===== src/cbsm_pkg.sv =====
`default_nettype none
package cbsm_pkg;

  // Time results are Q8.8 seconds, saturated at this width.
  localparam int unsigned TIME_W   = 16;
  localparam logic [TIME_W-1:0] TIME_MAX = {TIME_W{1'b1}};

  // Input and register field widths.
  localparam int unsigned SPEED_W  = 16;
  localparam int unsigned DIST_W   = 16;
  localparam int unsigned ROAD_W   = 9;
  localparam int unsigned GEAR_W   = 2;
  localparam int unsigned CFG_W    = 16;
  localparam int unsigned MODE_W   = 3;

  // Shared divider operand widths.
  localparam int unsigned DVD_W    = 32;              // speed << 16, distance << 12
  localparam int unsigned DVS_W    = CFG_W + ROAD_W;  // decel * road
  localparam int unsigned CNT_W    = $clog2(TIME_W);

  // Margin products: margin (16) times a warning time (17).
  localparam int unsigned WARN_W   = TIME_W + 1;
  localparam int unsigned PROD_W   = CFG_W + WARN_W;

  localparam logic [GEAR_W-1:0] GEAR_DRIVE   = 2'd1;
  localparam logic [GEAR_W-1:0] GEAR_REVERSE = 2'd2;

  // Which time a divider result is stored as.
  typedef enum logic [1:0] {
    TS_TTC,
    TS_PB,
    TS_FB
  } time_sel_e;

  // Which time the margin multiplies.
  typedef enum logic [1:0] {
    MS_WARN,
    MS_PB,
    MS_FB
  } marg_sel_e;

  typedef struct packed {
    logic      load;       // capture the input item
    logic      mul_den;    // form decel * road
    logic      den_full;   // use full_decel rather than partial_decel
    logic      div_start;  // launch the shared divider
    logic      div_stop;   // stopping-time operands, else time to collision
    logic      store;      // store the divider result
    time_sel_e store_sel;
    logic      mprod;      // form margin * time
    marg_sel_e mprod_sel;
    logic      mcmp;       // compare ttc against the last margin product
    logic      update;     // step the braking mode and load the result
  } cbsm_cmd_t;

endpackage
`default_nettype wire


===== src/cbsm_div.sv =====
`default_nettype none
module cbsm_div (
  input  logic                         clk_i,
  input  logic                         rst_ni,
  input  logic                         start_i,
  input  logic [cbsm_pkg::DVD_W-1:0]   dividend_i,
  input  logic [cbsm_pkg::DVS_W-1:0]   divisor_i,
  output logic                         done_o,
  output logic [cbsm_pkg::TIME_W-1:0]  quotient_o
);
  import cbsm_pkg::*;

  localparam int unsigned CMP_W = DVS_W + TIME_W;

  logic                busy_q;
  logic                done_q;
  logic                sat_q;
  logic [CNT_W-1:0]    cnt_q;
  logic [DVS_W-1:0]    rem_q;
  logic [DVS_W-1:0]    dvs_q;
  logic [TIME_W-1:0]   lo_q;

  logic                sat;
  logic [DVS_W:0]      trial;
  logic                ge;
  logic [DVS_W-1:0]    rem_nx;
  logic [DVS_W:0]      diff;

  // Quotient wider than TIME_W bits (or a zero divisor): saturate at once.
  assign sat = {{(CMP_W-DVD_W){1'b0}}, dividend_i} >= {divisor_i, {TIME_W{1'b0}}};

  // One restoring step per cycle.
  assign trial  = {rem_q, lo_q[TIME_W-1]};
  assign ge     = trial >= {1'b0, dvs_q};
  assign diff   = trial - {1'b0, dvs_q};
  assign rem_nx = ge ? diff[DVS_W-1:0] : trial[DVS_W-1:0];

  always_ff @(posedge clk_i or negedge rst_ni) begin
    if (!rst_ni) begin
      busy_q <= 1'b0;
      done_q <= 1'b0;
      cnt_q  <= '0;
    end else begin
      done_q <= 1'b0;
      if (start_i) begin
        cnt_q <= '0;
        if (sat) begin
          done_q <= 1'b1;
        end else begin
          busy_q <= 1'b1;
        end
      end else if (busy_q) begin
        cnt_q <= cnt_q + 1'b1;
        if (cnt_q == CNT_W'(TIME_W - 1)) begin
          busy_q <= 1'b0;
          done_q <= 1'b1;
        end
      end
    end
  end

  always_ff @(posedge clk_i) begin
    if (start_i) begin
      sat_q <= sat;
      dvs_q <= divisor_i;
      rem_q <= {{(DVS_W-(DVD_W-TIME_W)){1'b0}}, dividend_i[DVD_W-1:TIME_W]};
      lo_q  <= dividend_i[TIME_W-1:0];
    end else if (busy_q) begin
      rem_q <= rem_nx;
      lo_q  <= {lo_q[TIME_W-2:0], ge};
    end
  end

  assign done_o     = done_q;
  assign quotient_o = sat_q ? TIME_MAX : lo_q;

endmodule
`default_nettype wire


===== src/cbsm_datapath.sv =====
`default_nettype none
module cbsm_datapath (
  input  logic                         clk_i,
  input  logic                         rst_ni,
  input  cbsm_pkg::cbsm_cmd_t          cmd_i,
  output logic                         div_done_o,
  input  logic [cbsm_pkg::SPEED_W-1:0] speed_i,
  input  logic [cbsm_pkg::DIST_W-1:0]  distance_i,
  input  logic [cbsm_pkg::ROAD_W-1:0]  road_factor_i,
  input  logic [cbsm_pkg::GEAR_W-1:0]  gear_i,
  input  logic                         pedal_i,
  input  logic [cbsm_pkg::CFG_W-1:0]   reaction_time_i,
  input  logic [cbsm_pkg::CFG_W-1:0]   partial_decel_i,
  input  logic [cbsm_pkg::CFG_W-1:0]   full_decel_i,
  input  logic [cbsm_pkg::CFG_W-1:0]   margin_i,
  output logic [cbsm_pkg::MODE_W-1:0]  next_mode_o,
  output logic [cbsm_pkg::TIME_W-1:0]  time_to_collision_o,
  output logic [cbsm_pkg::TIME_W-1:0]  partial_stop_time_o,
  output logic [cbsm_pkg::TIME_W-1:0]  full_stop_time_o
);
  import cbsm_pkg::*;

  typedef enum logic [MODE_W-1:0] {
    MODE_IDLE = 3'd0,
    MODE_FWD  = 3'd1,
    MODE_PART = 3'd2,
    MODE_FULL = 3'd3,
    MODE_REV  = 3'd4
  } mode_e;

  logic [SPEED_W-1:0] spd_q;
  logic [DIST_W-1:0]  dist_q;
  logic [ROAD_W-1:0]  road_q;
  logic [GEAR_W-1:0]  gear_q;
  logic               pedal_q;
  logic [DVS_W-1:0]   den_q;
  logic [TIME_W-1:0]  ttc_q, pb_q, fb_q;
  logic [PROD_W-1:0]  prod_q;
  marg_sel_e          msel_q;
  logic               bw_q, bp_q, bf_q;
  mode_e              mode_q, mode_d;

  logic [CFG_W-1:0]   decel;
  logic [DVD_W-1:0]   dividend;
  logic [DVS_W-1:0]   divisor;
  logic [TIME_W-1:0]  quo;
  logic [TIME_W:0]    stop_sum;
  logic [TIME_W-1:0]  stop_sat;
  logic [WARN_W-1:0]  warn;
  logic [WARN_W-1:0]  mtime;
  logic               beyond;
  logic               le_warn, le_pb, le_fb;
  logic               drive, rev;

  assign decel = cmd_i.den_full ? full_decel_i : partial_decel_i;

  always_comb begin
    if (cmd_i.div_stop) begin
      dividend = {spd_q, 16'd0};
      divisor  = den_q;
    end else begin
      dividend = {4'd0, dist_q, 12'd0};
      divisor  = {{(DVS_W-SPEED_W){1'b0}}, spd_q};
    end
  end

  cbsm_div u_div (
    .clk_i      (clk_i),
    .rst_ni     (rst_ni),
    .start_i    (cmd_i.div_start),
    .dividend_i (dividend),
    .divisor_i  (divisor),
    .done_o     (div_done_o),
    .quotient_o (quo)
  );

  // Add reaction time to a stopping quotient, saturating.
  assign stop_sum = {1'b0, quo} + {1'b0, reaction_time_i};
  assign stop_sat = stop_sum[TIME_W] ? TIME_MAX : stop_sum[TIME_W-1:0];

  assign warn = {1'b0, pb_q} + {1'b0, margin_i};

  always_comb begin
    case (cmd_i.mprod_sel)
      MS_WARN: mtime = warn;
      MS_PB:   mtime = {1'b0, pb_q};
      MS_FB:   mtime = {1'b0, fb_q};
      default: mtime = warn;
    endcase
  end

  // ttc exceeds margin times t, both Q8.8: ttc * 256 > margin * t.
  assign beyond = {{(PROD_W-TIME_W-8){1'b0}}, ttc_q, 8'd0} > prod_q;

  always_ff @(posedge clk_i) begin
    if (cmd_i.load) begin
      spd_q   <= speed_i;
      dist_q  <= distance_i;
      road_q  <= road_factor_i;
      gear_q  <= gear_i;
      pedal_q <= pedal_i;
    end
    if (cmd_i.mul_den) begin
      den_q <= {{ROAD_W{1'b0}}, decel} * {{CFG_W{1'b0}}, road_q};
    end
    if (cmd_i.store) begin
      case (cmd_i.store_sel)
        TS_TTC:  ttc_q <= quo;
        TS_PB:   pb_q  <= stop_sat;
        TS_FB:   fb_q  <= stop_sat;
        default: ttc_q <= quo;
      endcase
    end
    if (cmd_i.mprod) begin
      prod_q <= {{WARN_W{1'b0}}, margin_i} * {{CFG_W{1'b0}}, mtime};
      msel_q <= cmd_i.mprod_sel;
    end
    if (cmd_i.mcmp) begin
      case (msel_q)
        MS_WARN: bw_q <= beyond;
        MS_PB:   bp_q <= beyond;
        MS_FB:   bf_q <= beyond;
        default: bw_q <= beyond;
      endcase
    end
    if (cmd_i.update) begin
      next_mode_o         <= mode_d;
      time_to_collision_o <= ttc_q;
      partial_stop_time_o <= pb_q;
      full_stop_time_o    <= fb_q;
    end
  end

  assign le_warn = {1'b0, ttc_q} <= warn;
  assign le_pb   = ttc_q <= pb_q;
  assign le_fb   = ttc_q <= fb_q;
  assign drive   = gear_q == GEAR_DRIVE;
  assign rev     = gear_q == GEAR_REVERSE;

  always_comb begin
    case (mode_q)
      MODE_IDLE: begin
        if (le_warn && drive)    mode_d = MODE_FWD;
        else if (le_warn && rev) mode_d = MODE_REV;
        else                     mode_d = MODE_IDLE;
      end
      MODE_FWD: begin
        if (le_pb && !pedal_q) mode_d = MODE_PART;
        else if (bw_q)         mode_d = MODE_IDLE;
        else                   mode_d = MODE_FWD;
      end
      MODE_PART: begin
        if (le_fb)               mode_d = MODE_FULL;
        else if (bp_q || pedal_q) mode_d = MODE_FWD;
        else                     mode_d = MODE_PART;
      end
      MODE_FULL: begin
        if (le_fb)                              mode_d = MODE_FULL;
        else if ((bp_q && rev) || (pedal_q && rev)) mode_d = MODE_REV;
        else if (bf_q && drive)                 mode_d = MODE_PART;
        else if (pedal_q && drive)              mode_d = MODE_FWD;
        else                                    mode_d = MODE_FULL;
      end
      MODE_REV: begin
        if (le_pb && !pedal_q) mode_d = MODE_FULL;
        else if (bw_q)         mode_d = MODE_IDLE;
        else                   mode_d = MODE_REV;
      end
      default: mode_d = MODE_IDLE;
    endcase
  end

  always_ff @(posedge clk_i or negedge rst_ni) begin
    if (!rst_ni) begin
      mode_q <= MODE_IDLE;
    end else if (cmd_i.update) begin
      mode_q <= mode_d;
    end
  end

endmodule
`default_nettype wire


===== src/cbsm_ctrl.sv =====
`default_nettype none
module cbsm_ctrl (
  input  logic                clk_i,
  input  logic                rst_ni,
  input  logic                in_valid_i,
  output logic                in_ready_o,
  output logic                out_valid_o,
  input  logic                out_ready_i,
  input  logic                div_done_i,
  output cbsm_pkg::cbsm_cmd_t cmd_o
);
  import cbsm_pkg::*;

  typedef enum logic [3:0] {
    S_IDLE,
    S_TTC_GO,
    S_TTC_WAIT,
    S_PB_GO,
    S_PB_WAIT,
    S_FB_GO,
    S_FB_WAIT,
    S_MW,
    S_MP,
    S_MF,
    S_CF,
    S_UPD
  } state_e;

  state_e state_q, state_d;
  logic   out_valid_q;
  logic   slot_free;

  assign slot_free   = !out_valid_q || out_ready_i;
  assign in_ready_o  = state_q == S_IDLE;
  assign out_valid_o = out_valid_q;

  always_comb begin
    cmd_o   = '0;
    state_d = state_q;
    case (state_q)
      S_IDLE: begin
        if (in_valid_i) begin
          cmd_o.load = 1'b1;
          state_d    = S_TTC_GO;
        end
      end
      S_TTC_GO: begin
        // Partial-brake divisor forms while the ttc division runs.
        cmd_o.div_start = 1'b1;
        cmd_o.mul_den   = 1'b1;
        state_d         = S_TTC_WAIT;
      end
      S_TTC_WAIT: begin
        if (div_done_i) begin
          cmd_o.store     = 1'b1;
          cmd_o.store_sel = TS_TTC;
          state_d         = S_PB_GO;
        end
      end
      S_PB_GO: begin
        cmd_o.div_start = 1'b1;
        cmd_o.div_stop  = 1'b1;
        state_d         = S_PB_WAIT;
      end
      S_PB_WAIT: begin
        cmd_o.div_stop = 1'b1;
        if (div_done_i) begin
          cmd_o.store     = 1'b1;
          cmd_o.store_sel = TS_PB;
          cmd_o.mul_den   = 1'b1;
          cmd_o.den_full  = 1'b1;
          state_d         = S_FB_GO;
        end
      end
      S_FB_GO: begin
        cmd_o.div_start = 1'b1;
        cmd_o.div_stop  = 1'b1;
        state_d         = S_FB_WAIT;
      end
      S_FB_WAIT: begin
        cmd_o.div_stop = 1'b1;
        if (div_done_i) begin
          cmd_o.store     = 1'b1;
          cmd_o.store_sel = TS_FB;
          state_d         = S_MW;
        end
      end
      S_MW: begin
        cmd_o.mprod     = 1'b1;
        cmd_o.mprod_sel = MS_WARN;
        state_d         = S_MP;
      end
      S_MP: begin
        cmd_o.mprod     = 1'b1;
        cmd_o.mprod_sel = MS_PB;
        cmd_o.mcmp      = 1'b1;
        state_d         = S_MF;
      end
      S_MF: begin
        cmd_o.mprod     = 1'b1;
        cmd_o.mprod_sel = MS_FB;
        cmd_o.mcmp      = 1'b1;
        state_d         = S_CF;
      end
      S_CF: begin
        cmd_o.mcmp = 1'b1;
        state_d    = S_UPD;
      end
      S_UPD: begin
        // Hold until the output register is free.
        if (slot_free) begin
          cmd_o.update = 1'b1;
          state_d      = S_IDLE;
        end
      end
      default: state_d = S_IDLE;
    endcase
  end

  always_ff @(posedge clk_i or negedge rst_ni) begin
    if (!rst_ni) begin
      state_q     <= S_IDLE;
      out_valid_q <= 1'b0;
    end else begin
      state_q <= state_d;
      if (cmd_o.update) begin
        out_valid_q <= 1'b1;
      end else if (out_ready_i) begin
        out_valid_q <= 1'b0;
      end
    end
  end

`ifndef SYNTHESIS
  a_accept_starts: assert property (@(posedge clk_i) disable iff (!rst_ni)
    (in_valid_i && in_ready_o) |=> state_q == S_TTC_GO)
    else $error("accepted item did not start the ttc division");

  a_valid_from_update: assert property (@(posedge clk_i) disable iff (!rst_ni)
    $rose(out_valid_q) |-> $past(state_q == S_UPD))
    else $error("result raised outside the update step");

  a_upd_waits: assert property (@(posedge clk_i) disable iff (!rst_ni)
    (state_q == S_UPD && out_valid_q && !out_ready_i) |=> state_q == S_UPD)
    else $error("update overwrote a pending result");
`endif

endmodule
`default_nettype wire


===== src/collision_braking_state_machine.sv =====
`default_nettype none
// Emergency braking decision block. Each input transfer carries speed, obstacle
// distance, road friction, gear and brake pedal; each output transfer returns the
// new braking mode with the time to collision and the partial- and full-brake
// stopping times (Q8.8 seconds, saturated at all ones). One item is in work at a
// time: the block is ready for the next input transfer once the result of the
// last item is loaded. The time is set by three 16-step divisions on one shared
// restoring divider (a division ends early when its quotient saturates) plus the
// margin multiply-compare steps and the update. The result sits in an output
// register, so the next item is taken while a result still waits; a stalled
// result holds the block only at its final update step. Registers are to be
// written over the APB port only while no item is in work; the block itself
// does not enforce this.
module collision_braking_state_machine (
  input  logic        clk_i,
  input  logic        rst_ni,
  // Input stream: speed[15:0], distance[31:16], road_factor[40:32],
  // gear[42:41], pedal[43], zero[47:44]
  input  logic        s_axis_tvalid,
  output logic        s_axis_tready,
  input  logic [47:0] s_axis_tdata,
  // Output stream: next_mode[2:0], time_to_collision[18:3],
  // partial_stop_time[34:19], full_stop_time[50:35], zero[55:51]
  output logic        m_axis_tvalid,
  input  logic        m_axis_tready,
  output logic [55:0] m_axis_tdata,
  // Configuration port
  input  logic        psel,
  input  logic        penable,
  input  logic        pwrite,
  input  logic [3:0]  paddr,
  input  logic [31:0] pwdata,
  output logic [31:0] prdata,
  output logic        pready
);
  import cbsm_pkg::*;

  localparam logic [1:0] REG_REACTION = 2'd0;
  localparam logic [1:0] REG_PARTIAL  = 2'd1;
  localparam logic [1:0] REG_FULL     = 2'd2;
  localparam logic [1:0] REG_MARGIN   = 2'd3;

  logic [CFG_W-1:0] reaction_q, partial_q, full_q, margin_q;
  logic             cfg_wr;
  cbsm_cmd_t        cmd;
  logic             div_done;

  logic [MODE_W-1:0] next_mode;
  logic [TIME_W-1:0] ttc, pst, fst;

  // APB: zero wait states; write on the access cycle.
  assign pready = 1'b1;
  assign cfg_wr = psel && penable && pwrite;

  always_ff @(posedge clk_i or negedge rst_ni) begin
    if (!rst_ni) begin
      reaction_q <= 16'd256;
      partial_q  <= 16'd1024;
      full_q     <= 16'd2048;
      margin_q   <= 16'd256;
    end else if (cfg_wr) begin
      case (paddr[3:2])
        REG_REACTION: reaction_q <= pwdata[CFG_W-1:0];
        REG_PARTIAL:  partial_q  <= pwdata[CFG_W-1:0];
        REG_FULL:     full_q     <= pwdata[CFG_W-1:0];
        REG_MARGIN:   margin_q   <= pwdata[CFG_W-1:0];
        default:      reaction_q <= reaction_q;
      endcase
    end
  end

  // Read back the addressed register, upper half zero.
  always_comb begin
    case (paddr[3:2])
      REG_REACTION: prdata = {16'd0, reaction_q};
      REG_PARTIAL:  prdata = {16'd0, partial_q};
      REG_FULL:     prdata = {16'd0, full_q};
      REG_MARGIN:   prdata = {16'd0, margin_q};
      default:      prdata = '0;
    endcase
  end

  // Sequencer: owns the handshakes and the step order.
  cbsm_ctrl u_ctrl (
    .clk_i       (clk_i),
    .rst_ni      (rst_ni),
    .in_valid_i  (s_axis_tvalid),
    .in_ready_o  (s_axis_tready),
    .out_valid_o (m_axis_tvalid),
    .out_ready_i (m_axis_tready),
    .div_done_i  (div_done),
    .cmd_o       (cmd)
  );

  // Datapath: operand capture, divider, margin products, braking mode.
  cbsm_datapath u_dp (
    .clk_i               (clk_i),
    .rst_ni              (rst_ni),
    .cmd_i               (cmd),
    .div_done_o          (div_done),
    .speed_i             (s_axis_tdata[15:0]),
    .distance_i          (s_axis_tdata[31:16]),
    .road_factor_i       (s_axis_tdata[40:32]),
    .gear_i              (s_axis_tdata[42:41]),
    .pedal_i             (s_axis_tdata[43]),
    .reaction_time_i     (reaction_q),
    .partial_decel_i     (partial_q),
    .full_decel_i        (full_q),
    .margin_i            (margin_q),
    .next_mode_o         (next_mode),
    .time_to_collision_o (ttc),
    .partial_stop_time_o (pst),
    .full_stop_time_o    (fst)
  );

  assign m_axis_tdata = {5'd0, fst, pst, ttc, next_mode};

endmodule
`default_nettype wire


===== config.mk =====
export PLATFORM = sky130hd
export DESIGN_NAME = collision_braking_state_machine
export DESIGN_NICKNAME = d
export VERILOG_FILES = /design/src/cbsm_pkg.sv /design/src/cbsm_div.sv /design/src/cbsm_datapath.sv /design/src/cbsm_ctrl.sv /design/src/collision_braking_state_machine.sv
export SDC_FILE = /design/constraint.sdc
export NUM_CORES = 2
export LEC_CHECK = 0
export ABC_AREA = 0
export BUFFER_PORTS_ARGS = -buffer_cell sky130_fd_sc_hd__buf_2
export CORE_AREA = 3 3 190 267
export DETAILED_ROUTE_END_ITERATION = 8
export DIE_AREA = 0 0 193 270
export PLACE_DENSITY = 0.84
export REMOVE_ABC_BUFFERS = 1
export SLEW_MARGIN = 40
export SYNTH_ARGS = -nofsm -noshare
export SYNTH_HDL_FRONTEND = slang
export SYNTH_SLANG_ARGS = --single-unit

===== constraint.sdc =====
create_clock -name clk_i -period 15.25 [get_ports clk_i]
set_input_delay 0.7625 -clock clk_i [delete_from_list [all_inputs] [get_ports clk_i]]
set_output_delay 0.7625 -clock clk_i [all_outputs]
set_load 0.02 [all_outputs]

==> flow_metrics.py <==
metrics = {
    "clock_network": {
        "hold_buffers": 0,
        "cts_buffers": 34,
        "cts_htree_levels": 2,
        "clkTransAtPathRegs_ns": 0.06,
        "clk_latency_ns": 0.55,
        "cts_tree": "done",
        "post_cts_buffers": 0,
        "cts_root_buf": "clkbuf_16",
        "cts_sinks": 351,
        "cts.repair.resized": 0,
        "clockBufferDepth": 3,
    },
    "layout": {
        "synthToLayoutAreaGrowth_pct": 8.18,
        "drive_gt1_share_pct": 12.8,
        "final_cell_mix": "inv_1 (443), nand2_1 (313), fa_1 (310), ha_1 (295), edfxtp_1 (264)",
        "final.fill_count": 3585,
        "layout.nets": 3782,
        "layout_commonest_cell": "inv_1",
        "layoutNonFillerInstCount": 3750,
    },
    "synth": {
        "syn-instance-count": 2978,
        "synth-main-ff-cell": "edfxtp_1",
        "synth_top_family_by_area": "adder cells",
        "synth.distinct_cells": 79,
        "synth-edff-count": 264,
        "synth_compound_area_share_pct": 8.06,
        "synthAdderAreaFrac_pct": 31.5,
        "synth_area_leaders": "edfxtp_1 (25%), fa_1 (20%), ha_1 (12%), dfrtp_1 (5.9%), inv_1 (5.3%)",
        "synth-xor-area-share_pct": 2.56,
        "synth_top_cell_area_share_pct": 25.2,
        "synth_area_sq_mm": 0.0314,
        "yosysTopAreaCell": "edfxtp_1",
        "avgSynthCellArea_sq_um": 10.6,
        "synthMuxAreaShare_pct": 5.62,
        "ys_warn_count": 0,
        "synth-simple-area-share_pct": 13.2,
        "ys_ff_latch": 351,
        "yosysSeqAreaShare_pct": 32.0,
        "async_flop_share_pct": 22.2,
    },
    "critical_path": {
        "cp_top_family": "adder cells",
        "required_ns": 15.52,
        "startpoint_type": "flop",
        "end_kind": "flop",
        "critical_path_peak_fanout": 20,
        "arrival_ns": 9.79,
        "crit_start": "margin_q[8]$_DFFE_PN1P_",
        "critPathKind": "reg2reg",
        "cpPeakStageDelay_ns": 0.87,
        "cp_common_cell": "fa_1",
        "crit_slowest_cell": "dfstp_2",
        "reg2reg_from": "margin_q[8]$_DFFE_PN1P_",
        "critPathBufInv": 4,
    },
    "timing": {
        "finalCritPeriodShare_pct": 62.5,
        "setup_viol": 0,
        "grt_setup_unrepaired": "false",
        "finalSetupTns_ns": 0,
        "max_freq_mhz": 105,
        "worstMarginPinSlew_ns": 0.888,
        "period_minus_slack_ns": 9.52,
        "finalClockSkew_ns": 0.0312,
        "hold_ws_ns": 0.0557,
        "final_hold_viol_count": 0,
        "worst_slew_margin_rel_pct": 40.8,
        "slew_viol_final": 0,
    },
    "floorplan": {
        "core_area_sq_mm": 0.0488,
        "die_h_um": 270,
        "start_util_pct": 64.4,
        "die-area_sq_mm": 0.0521,
        "pin_count": 182,
        "dieWidth_um": 193,
        "rows": 96,
    },
    "route": {
        "drt_iter0_markers": 1108,
        "first_pass_iters": 5,
        "routed_wirelength_um": 78100,
        "drcViolationCount": 0,
        "vias": 22300,
        "routedWlPerCell_um": 20.8,
        "antenna_left": 0,
        "via_per_inst": 5.95,
    },
    "place": {
        "dp.cells": 3687,
        "portBuffers": 137,
        "gp_congestion": 0.957,
        "dp_hpwl_um": 61900,
    },
    "global_route": {
        "grt_util_all_layers_pct": 30.7,
        "grt_max_degree": 71,
        "grt_pass1_wl_um": 125000,
        "antenna_found_initial": 5,
        "gr-total-overflow": 0,
        "grt_pass1_vias": 24300,
    },
    "outcome": {
        "outcome": "complete, no violations",
    },
    "min_path": {
        "worstHoldPathType": "in2async",
    },
    "flow_run": {
        "maxCapViolations": 0,
    },
}
## Yosys cell counts (14+ instances only)
cell      count
a211oi_1     16
nor2_1      106
a31oi_1      15
mux4_2       16
nor2b_1      35
a21oi_1     125
a21o_1       54
dfrtp_1      74
nor4_1       14
nand4_1      22
nand3_1      31
or2_2        22
xnor2_1      51
inv_1       444
edfxtp_1    264
mux2i_1      29
o21a_1       19
xor2_1       39
nand2_1     313
buf_4        23
fa_1        310
ha_1        295
o21ai_0      57
clkbuf_1     75
mux2_2       99
nor3_1       21
nand2b_1     24
and2_1      198
and3_1       17
## sequential cells by signal (all words and copies together) (netlist names), 4 cells and up
register                  count
u_dp.partial_stop_time_o     16
u_dp.full_stop_time_o        16
u_dp.fb_q                    16
u_dp.den_q                   25
u_dp.pb_q                    16
u_dp.u_div.cnt_q              4
reaction_q                   16
u_dp.prod_q                  33
u_dp.spd_q                   16
u_dp.u_div.lo_q              16
u_dp.ttc_q                   16
u_dp.dist_q                  16
full_q                       16
u_dp.u_div.dvs_q             25
u_dp.time_to_collision_o     16
margin_q                     16
u_ctrl.state_q                4
u_dp.u_div.rem_q             25
partial_q                    16
u_dp.road_q                   9
## logic make-up (layout without fill, tap and decap cells)
logic type	after synthesis	count (layout)
xor+xnor	91	91
mux	144	144
compound gates	389	389
simple gates	834	834
flops	351	351
fa+ha+maj	605	605
buf+inv	562	676
other cells	2	23
## final cells by class
| class | count | area [sq um] | share of cell area, % |
|---|---|---|---|
| multi-input combinational | 2085 | 19400 | 56.9 |
| sequential | 351 | 10100 | 29.6 |
| inverter | 446 | 1670 | 4.92 |
| clock buffer | 46 | 1030 | 3.03 |
| timing repair buffer | 168 | 925 | 2.72 |
| tap | 637 | 797 | 2.34 |
| clock inverter | 16 | 150 | 0.442 |
| antenna | 1 | 2.50 | 0.00736 |
## worst paths after layout
path,to,depth (start not counted),slack [ns]
max,u_dp.prod_q[31]$_DFFE_PN_,28,5.73
min in group clk_i,u_dp.dist_q[5]$_DFFE_PP_,1,0.39
max reg2reg,u_dp.prod_q[31]$_DFFE_PN_,28,5.73
max in group asynchronous,margin_q[11]$_DFFE_PN0P_,2,14.26
min reg2reg,u_dp.u_div.rem_q[20]$_SDFFE_PN0P_,2,0.49
min,u_ctrl.state_q[2]$_DFFE_PN0P_,1,0.06
## per-stage QoR
stage	utilization (%)	cell area (sq um)	setup WS (ns)
finish	69.7	34000	5.73
global route	69.7	34000	5.39
detailed placement	67.3	32800	5.84
floorplan	-	31000	6.77
global placement	67.2	32700	5.67
CTS	69.7	34000	5.82
## per-layer routing
layer / wire, um / track usage (%)
met1: 26400 / 32.8
met2: 42500 / 57.0
met3: 4020 / 4.45
met4: 5120 / 17.5
met5: 44 / 0
Power is not shown: default switching activity piles up to over one toggle a cycle in this logic, so the estimate is an artifact.
